## config.mk

```make
export PLATFORM = sky130hd
export DESIGN_NAME = ultrasonic_echo_ranger_unit
export DESIGN_NICKNAME = d
export VERILOG_FILES = /design/src/uer_pkg.sv /design/src/uer_cfg.sv /design/src/uer_mul.sv /design/src/uer_seq.sv /design/src/ultrasonic_echo_ranger_unit.sv
export SDC_FILE = /design/constraint.sdc
export NUM_CORES = 1
export LEC_CHECK = 0
export CORE_AREA = 3 3 201 203
export CTS_BUF_LIST = sky130_fd_sc_hd__clkbuf_8
export DETAILED_ROUTE_END_ITERATION = 7
export DIE_AREA = 0 0 204 206
export DONT_BUFFER_PORTS = 1
export MAX_ROUTING_LAYER = met4
export PLACE_DENSITY = 0.81
export SYNTH_ARGS = -nofsm -noshare
export SYNTH_HDL_FRONTEND = slang
export SYNTH_SLANG_ARGS = --single-unit
export TNS_END_PERCENT = 30
```

## constraint.sdc

```tcl
create_clock -name clk -period 7.5 [get_ports clk]
set_clock_uncertainty 0.1 [all_clocks]
set_input_delay 0.75 -clock clk [delete_from_list [all_inputs] [get_ports clk]]
set_output_delay 0.75 -clock clk [all_outputs]
set_load 0.01 [all_outputs]
```

## src/uer_pkg.sv

```systemverilog
// Package for the ultrasonic echo ranger: item types, register indexes and constants.
// Used by uer_cfg, uer_seq and the top level; depends on nothing.

package uer_pkg;

  localparam int CAPTURE_WIDTH_DEF = 16;

  localparam int CFG_IDX_W = 1;
  localparam logic [CFG_IDX_W-1:0] CFG_US_PER_TICK = 1'd0;
  localparam logic [CFG_IDX_W-1:0] CFG_TRIG_PERIOD = 1'd1;

  localparam logic [15:0] US_PER_TICK_RST = 16'd4096;
  localparam logic [15:0] TRIG_PERIOD_RST = 16'd700;

  localparam logic KIND_TICK = 1'b0;
  localparam logic KIND_EDGE = 1'b1;

  localparam logic [15:0] US_MAX = 16'hFFFF;
  localparam int SOUND_CM_PER_MS = 33;

  // floor(x / 125) == (x * RECIP_Q4) >> RECIP_SHIFT for every x below 2^22.
  localparam int MUL_B_W = 23;
  localparam logic [MUL_B_W-1:0] RECIP_Q4 = 23'd4294968;
  localparam int RECIP_SHIFT = 29;
  localparam int SCALED_W = 22;

  typedef struct packed {
    logic        kind;
    logic [15:0] capture_ticks;
  } in_item_t;

  typedef struct packed {
    logic        trigger_out;
    logic        measurement_done;
    logic [15:0] echo_ticks;
    logic [15:0] pulse_us;
    logic [14:0] distance_q4;
  } out_item_t;

  typedef struct packed {
    logic [15:0] us_per_tick_q8;
    logic [15:0] trigger_period;
  } cfg_regs_t;

endpackage

```

## src/uer_cfg.sv

```systemverilog
// Configuration register file of the ultrasonic echo ranger.
// Depends on uer_pkg for the register indexes and reset values.

module uer_cfg (
  input  logic                           clk,
  input  logic                           rst_n,
  input  logic                           cfg_valid,
  output logic                           cfg_ready,
  input  logic [uer_pkg::CFG_IDX_W-1:0]  cfg_index,
  input  logic [15:0]                    cfg_data,
  output uer_pkg::cfg_regs_t             regs
);

  uer_pkg::cfg_regs_t regs_r;
  uer_pkg::cfg_regs_t regs_nxt;

  assign cfg_ready = 1'b1;
  assign regs      = regs_r;

  always_comb begin
    regs_nxt = regs_r;
    if (cfg_valid) begin
      case (cfg_index)
        uer_pkg::CFG_US_PER_TICK: regs_nxt.us_per_tick_q8 = cfg_data;
        uer_pkg::CFG_TRIG_PERIOD: regs_nxt.trigger_period = cfg_data;
        default: regs_nxt = regs_r;
      endcase
    end
  end

  always_ff @(posedge clk) begin
    if (!rst_n) begin
      regs_r.us_per_tick_q8 <= uer_pkg::US_PER_TICK_RST;
      regs_r.trigger_period <= uer_pkg::TRIG_PERIOD_RST;
    end else begin
      regs_r <= regs_nxt;
    end
  end

endmodule

```

## src/uer_mul.sv

```systemverilog
// Shared registered multiplier of the ultrasonic echo ranger.
// Standalone; the sequencer selects its operands.

module uer_mul #(
  parameter int AW = 22,
  parameter int BW = 23
) (
  input  logic             clk,
  input  logic             en,
  input  logic [AW-1:0]    a,
  input  logic [BW-1:0]    b,
  output logic [AW+BW-1:0] prod
);

  logic [AW+BW-1:0] prod_r;

  assign prod = prod_r;

  always_ff @(posedge clk) begin
    if (en) begin
      prod_r <= (AW+BW)'(a) * (AW+BW)'(b);
    end
  end

endmodule

```

## src/uer_seq.sv

```systemverilog
// Sequencer of the ultrasonic echo ranger: trigger counter, echo edge tracking,
// result register and operand control of the shared multiplier. Depends on uer_pkg.

module uer_seq #(
  parameter int CAPTURE_WIDTH = uer_pkg::CAPTURE_WIDTH_DEF,
  parameter int AW = 22,
  parameter int PW = 45
) (
  input  logic                     clk,
  input  logic                     rst_n,
  input  uer_pkg::cfg_regs_t       regs,
  input  logic                     in_valid,
  output logic                     in_stall,
  input  uer_pkg::in_item_t        in_item,
  output logic                     out_valid,
  input  logic                     out_stall,
  output uer_pkg::out_item_t       out_item,
  output logic                     mul_en,
  output logic [AW-1:0]            mul_a,
  output logic [uer_pkg::MUL_B_W-1:0] mul_b,
  input  logic [PW-1:0]            mul_prod
);

  localparam int CW = CAPTURE_WIDTH;

  localparam logic [2:0] S_IDLE = 3'd0;
  localparam logic [2:0] S_MUL  = 3'd1;
  localparam logic [2:0] S_SAT  = 3'd2;
  localparam logic [2:0] S_DIV  = 3'd3;
  localparam logic [2:0] S_QNT  = 3'd4;
  localparam logic [2:0] S_OUT  = 3'd5;

  logic [2:0]         state_r, state_nxt;
  logic [15:0]        tick_cnt_r, tick_cnt_nxt;
  logic               trig_r, trig_nxt;
  logic               expect_fall_r, expect_fall_nxt;
  logic [CW-1:0]      start_cap_r, start_cap_nxt;
  logic [15:0]        last_ticks_r, last_ticks_nxt;
  logic [14:0]        last_dist_r, last_dist_nxt;
  logic               done_r, done_nxt;
  logic [AW-1:0]      opa_r, opa_nxt;
  logic [15:0]        us_r, us_nxt;
  logic               out_valid_r, out_valid_nxt;
  uer_pkg::out_item_t out_item_r, out_item_nxt;

  logic [15:0]        cnt_inc;
  logic [CW-1:0]      cap_cw;
  logic [CW-1:0]      width_cw;
  logic [31:0]        width_32;
  logic [15:0]        us_sat;
  logic [uer_pkg::SCALED_W-1:0] scaled;

  assign in_stall  = (state_r != S_IDLE);
  assign out_valid = out_valid_r;
  assign out_item  = out_item_r;

  assign cnt_inc  = tick_cnt_r + 16'd1;
  assign cap_cw   = CW'(in_item.capture_ticks);
  assign width_cw = cap_cw - start_cap_r;
  assign width_32 = 32'(width_cw);
  assign us_sat   = (|mul_prod[PW-1:24]) ? uer_pkg::US_MAX : mul_prod[23:8];
  assign scaled   = uer_pkg::SCALED_W'(us_sat) *
                    uer_pkg::SCALED_W'(uer_pkg::SOUND_CM_PER_MS);

  assign mul_en = (state_r == S_MUL) || (state_r == S_DIV);
  assign mul_a  = opa_r;
  assign mul_b  = (state_r == S_DIV) ? uer_pkg::RECIP_Q4
                                     : uer_pkg::MUL_B_W'(regs.us_per_tick_q8);

  always_comb begin
    state_nxt       = state_r;
    tick_cnt_nxt    = tick_cnt_r;
    trig_nxt        = trig_r;
    expect_fall_nxt = expect_fall_r;
    start_cap_nxt   = start_cap_r;
    last_ticks_nxt  = last_ticks_r;
    last_dist_nxt   = last_dist_r;
    done_nxt        = done_r;
    opa_nxt         = opa_r;
    us_nxt          = us_r;
    out_valid_nxt   = out_valid_r && out_stall;
    out_item_nxt    = out_item_r;

    case (state_r)
      S_IDLE: begin
        if (in_valid) begin
          done_nxt  = 1'b0;
          opa_nxt   = AW'(last_ticks_r);
          state_nxt = S_MUL;
          if (in_item.kind == uer_pkg::KIND_TICK) begin
            if (cnt_inc == 16'd1) begin
              trig_nxt = 1'b1;
            end
            if (cnt_inc == 16'd2) begin
              trig_nxt = 1'b0;
            end
            tick_cnt_nxt = (cnt_inc >= regs.trigger_period) ? 16'd0 : cnt_inc;
          end else if (!expect_fall_r) begin
            start_cap_nxt   = cap_cw;
            expect_fall_nxt = 1'b1;
          end else begin
            expect_fall_nxt = 1'b0;
            done_nxt        = 1'b1;
            opa_nxt         = AW'(width_cw);
            last_ticks_nxt  = (|width_32[31:16]) ? uer_pkg::US_MAX : width_32[15:0];
          end
        end
      end
      S_MUL: begin
        state_nxt = S_SAT;
      end
      S_SAT: begin
        us_nxt = us_sat;
        if (done_r) begin
          opa_nxt   = AW'(scaled);
          state_nxt = S_DIV;
        end else begin
          state_nxt = S_OUT;
        end
      end
      S_DIV: begin
        state_nxt = S_QNT;
      end
      S_QNT: begin
        last_dist_nxt = mul_prod[uer_pkg::RECIP_SHIFT +: 15];
        state_nxt     = S_OUT;
      end
      S_OUT: begin
        if (!out_valid_r || !out_stall) begin
          out_valid_nxt                 = 1'b1;
          out_item_nxt.trigger_out      = trig_r;
          out_item_nxt.measurement_done = done_r;
          out_item_nxt.echo_ticks       = last_ticks_r;
          out_item_nxt.pulse_us         = us_r;
          out_item_nxt.distance_q4      = last_dist_r;
          state_nxt                     = S_IDLE;
        end
      end
      default: begin
        state_nxt = S_IDLE;
      end
    endcase
  end

  always_ff @(posedge clk) begin
    if (!rst_n) begin
      state_r       <= S_IDLE;
      tick_cnt_r    <= 16'd0;
      trig_r        <= 1'b0;
      expect_fall_r <= 1'b0;
      start_cap_r   <= '0;
      last_ticks_r  <= 16'd0;
      last_dist_r   <= 15'd0;
      out_valid_r   <= 1'b0;
    end else begin
      state_r       <= state_nxt;
      tick_cnt_r    <= tick_cnt_nxt;
      trig_r        <= trig_nxt;
      expect_fall_r <= expect_fall_nxt;
      start_cap_r   <= start_cap_nxt;
      last_ticks_r  <= last_ticks_nxt;
      last_dist_r   <= last_dist_nxt;
      out_valid_r   <= out_valid_nxt;
    end
  end

  always_ff @(posedge clk) begin
    done_r     <= done_nxt;
    opa_r      <= opa_nxt;
    us_r       <= us_nxt;
    out_item_r <= out_item_nxt;
  end

endmodule

```

## src/ultrasonic_echo_ranger_unit.sv

```systemverilog
// Ultrasonic echo ranger, top level: configuration registers, sequencer and multiplier.
// Depends on uer_pkg, uer_cfg, uer_mul and uer_seq.
//
// Each input item is a base timer tick or an echo edge capture, and each gives one
// result item. Ticks run the trigger counter; a falling echo edge measures the pulse
// width and converts it to microseconds and to distance in sixteenths of a centimeter.
// One multiplier is shared: it scales the width to microseconds and then divides the
// scaled value by 125 through a reciprocal product. A tick or rising edge passes through
// S_MUL, S_SAT and S_OUT to the result register and a falling edge through S_MUL, S_SAT,
// S_DIV, S_QNT and S_OUT, for its one or two passes through the multiplier. The input
// is stalled while an item is in work; a result waiting in the output register holds
// the next result back but not the next acceptance.

module ultrasonic_echo_ranger_unit #(
  parameter int CAPTURE_WIDTH = uer_pkg::CAPTURE_WIDTH_DEF
) (
  input  logic                          clk,
  input  logic                          rst_n,
  input  logic                          in_valid,
  output logic                          in_stall,
  input  uer_pkg::in_item_t             in_item,
  output logic                          out_valid,
  input  logic                          out_stall,
  output uer_pkg::out_item_t            out_item,
  input  logic                          cfg_valid,
  output logic                          cfg_ready,
  input  logic [uer_pkg::CFG_IDX_W-1:0] cfg_index,
  input  logic [15:0]                   cfg_data
);

  localparam int AW = (CAPTURE_WIDTH > uer_pkg::SCALED_W) ? CAPTURE_WIDTH
                                                            : uer_pkg::SCALED_W;
  localparam int PW = AW + uer_pkg::MUL_B_W;

  uer_pkg::cfg_regs_t             regs;
  logic                           mul_en;
  logic [AW-1:0]                  mul_a;
  logic [uer_pkg::MUL_B_W-1:0]    mul_b;
  logic [PW-1:0]                  mul_prod;

  uer_cfg u_cfg (
    .clk       (clk),
    .rst_n     (rst_n),
    .cfg_valid (cfg_valid),
    .cfg_ready (cfg_ready),
    .cfg_index (cfg_index),
    .cfg_data  (cfg_data),
    .regs      (regs)
  );

  uer_mul #(
    .AW (AW),
    .BW (uer_pkg::MUL_B_W)
  ) u_mul (
    .clk  (clk),
    .en   (mul_en),
    .a    (mul_a),
    .b    (mul_b),
    .prod (mul_prod)
  );

  uer_seq #(
    .CAPTURE_WIDTH (CAPTURE_WIDTH),
    .AW            (AW),
    .PW            (PW)
  ) u_seq (
    .clk       (clk),
    .rst_n     (rst_n),
    .regs      (regs),
    .in_valid  (in_valid),
    .in_stall  (in_stall),
    .in_item   (in_item),
    .out_valid (out_valid),
    .out_stall (out_stall),
    .out_item  (out_item),
    .mul_en    (mul_en),
    .mul_a     (mul_a),
    .mul_b     (mul_b),
    .mul_prod  (mul_prod)
  );

endmodule

```

==> run metrics <==
pin count of the biggest net entering global routing=between 50 and 60; Synth top area share=27.1%; status=completed; total global routing overflow=0; hold crit path type=input pin to flop; Post-DRT Antenna Nets=0; largest fanout on the critical path=10; CTS tree=built; Hold Vio Cnt, Final=0; number of global-route vias before repair=~18000; drt first pass iters=5; YS warnings=0; async set-reset flop share out of synthesis=0%; Critical Setup Path Class=flop to flop; total power=0.00496 W; crit-path cells=nand3b_4 > buf_4 > and2_1 > nand2_1 > fa_1 > fa_1 > fa_1 > inv_1 > fa_1 > fa_1 > fa_1 > inv_1 > fa_1 > inv_1 > ha_1 > and3_1 > and3_1 > a32oi_1 > and4_1 > a221o_1 > a31oi_4 > a21oi_2 > o21bai_1 > xor2_1; # H-tree levels=2; Synth cell types=63; multi-input logic area=0.0156 sq mm; vias per std cell=5.83; Peak VDD IR=about 0.16 mV; Clock Latency Late Sink=between 500 and 600 ps; dpl cells=between 2000 and 3000; die height=206 um; critical path arrival=7520 ps; RD Place Congestion=0.989; Crit path largest cell delay=roughly 560 ps; clk sinks=about 230; most frequent cells in the layout=inv_1, nand2_1, fa_1; final critical-path required period=7300 ps; Hold Crit Endpoint=u_cfg.regs[28]; fmax=approximately 140 MHz; CP max stage cell=fa_1; synth top area cells=fa_1, edfxtp_1, ha_1; most common cell after layout, fill and taps aside=inv_1; register area share after synthesis=25.0%; Filler Cells Inserted=2992; synthesized area=around 0.023 sq mm; DRC viols=0; Yosys top cell by area=fa_1; first-pass GRT wire length=94.4 mm; initial antenna violation count=1; clock root cell=clkbuf_8; CP Capture Type=flop; final slew viol count=0; Fin Hold WS=between 150 and 200 ps; hold buffers post-CTS=0; CTS Buffer Depth=3; critical path startpoint category=flop; top-level port count=91; Least-Margin Pin Slew=between 1000 and 1500 ps; min-delay src=rst_n; Tcrit/Tclk final=97.4%; Power Density=200 mW/mm^2; area of the core=approximately 0.039 sq mm; Critical R2R Capture=u_mul.prod[41]; register area=0.00578 sq mm; Iteration-0 DRC Markers=1499; r2r worst-path depth=24; final wirelength=59.7 mm; FF-to-FF setup slack=200 ps; DP HPWL=47.0 mm; Vias=17300; GRT Util Overall=29.7%; endpoints failing setup=0; Syn Inst Count=2415; clk slew on worst S/H paths=70 ps; ys flop type=edfxtp_1; Non-Filler Instances=2962; Critical Path RT=7720 ps; Lkg Pwr=between 10 and 15 nW; Area Overhead vs Synth=7.25%; synthesized area per cell=roughly 9.6 sq um; layout net count=3000; EDFF count, synth=125; Rows=72; reg2reg start=u_seq.state_r[2]; Initial Util=between 50% and 60%; Die W=204 um; die footprint=0.0420 sq mm; relative max-transition margin=21.2%; Hold Path Cell Cnt=1; flops & latches, synth=226; DR WL/cell=20.2 um; CTS Buf Count=36; CP most frequent cell=fa_1; number of buffers inserted by port buffering=0; layout cells sized above 1=6.71%; Max-Cap Viols=0; Syn Nets=3000
[worst max-delay path: cells and delay by family (launching register included)]
kind	cells	cell delay, ps
xor gates and xnor gates	1	80
and+or+nand+nor	6	1190
buffers and inverters	4	340
adders and majority gates	8	3900
DFF	1	380
AOI/OAI and AO/OA	5	1060
[repair_timing]
item                       in CTS  in global routing
buffers inserted                0                 12
pin swaps                       0                  3
gates cloned                    0                  2
gates resized for setup         2                 27
setup endpoints to repair       2                 15
[worst max-delay path by stage]
stage,start,endpoint,cells past startpoint
floorplan,u_seq.state_r[0],u_mul.prod[41],23
global placement,u_seq.state_r[2],u_mul.prod[41],23
detailed placement,u_seq.state_r[2],u_mul.prod[36],24
CTS,u_seq.state_r[0],u_mul.prod[36],26
global route,u_seq.state_r[2],u_mul.prod[24],24
finish,u_seq.state_r[2],u_mul.prod[41],24
[routing by layer]
layer  vias to the layer above  global-route usage (%)  share of wire (%)
met1                      8517                    36.8                 38
met2                       829                    47.7                 48
met5                         -                       -                  0
met3                       148                    6.84                 10
met4                         0                    11.5                3.6
li1                       7786                       -                  -
[layout make-up]
class | instances | area share (%)
clock buffer | 39 | 2.17
clock inverter | 27 | 0.677
tap | 518 | 2.62
timing repair buffer | 77 | 2.58
sequential | 226 | 23.3
inverter | 377 | 5.71
antenna | 1 | 0.0101
multi-input combinational | 1697 | 62.9
[cells by family (layout without fill, tap and decap cells)]
logic type	count (synthesis)	count (layout)	synth area share [%]
flip-flops	226	226	25.0
XOR/XNOR	75	75	2.84
multiplexers	4	4	0.173
AND/OR/NAND/NOR	795	797	16.7
buffers and inverters	494	520	8.11
other	1	2	0.0162
AO/OA/AOI/OAI	274	274	7.43
adder cells (fa/ha/maj)	546	546	39.7
[synthesized netlist by cell type (all sizes together), types with 28 or more instances]
cell / count
xor2: 35
inv: 375
ha: 233
xnor2: 40
edfxtp: 125
fa: 313
clkbuf: 108
and3: 139
nor2: 69
dfxtp: 101
and2: 87
a21oi: 131
o21ai: 29
nand2: 382
nand2b: 28
[per-stage QoR]
stage	TNS, ps	setup slack [ps]	utilization (%)	cell area (sq um)
after detailed placement	-20.1	-20.1	61.7	23800
after floorplan	0	4.39	-	23100
after global placement	0	74.8	61.7	23800
after CTS	0	16.9	63.5	24500
after global routing	-2.73	-2.73	64.1	24800
final	0	197	64.1	24800
[registers in the layout (all words and copies together), names as in the netlist]
signal and count:
u_seq.out_item 49, u_mul.prod 37, u_cfg.regs 32, u_seq.mul_a 22, u_seq.last_ticks_r 16, u_seq.start_cap_r 16
u_seq.tick_cnt_r 16, u_seq.us_r 16, u_seq.last_dist_r 15, u_seq.state_r 3, u_seq.done_r 1, u_seq.expect_fall_r 1
u_seq.out_valid 1, u_seq.trig_r 1
[power by group]
part           internal (W)  switching [W]  leakage (nW)
Clock              0.000526       0.000517         0.377
Sequential          0.00149       0.000129          1.92
Combinational      0.000944        0.00136          9.70
Total               0.00296        0.00200          12.0
(Power assumes the default switching activity.)
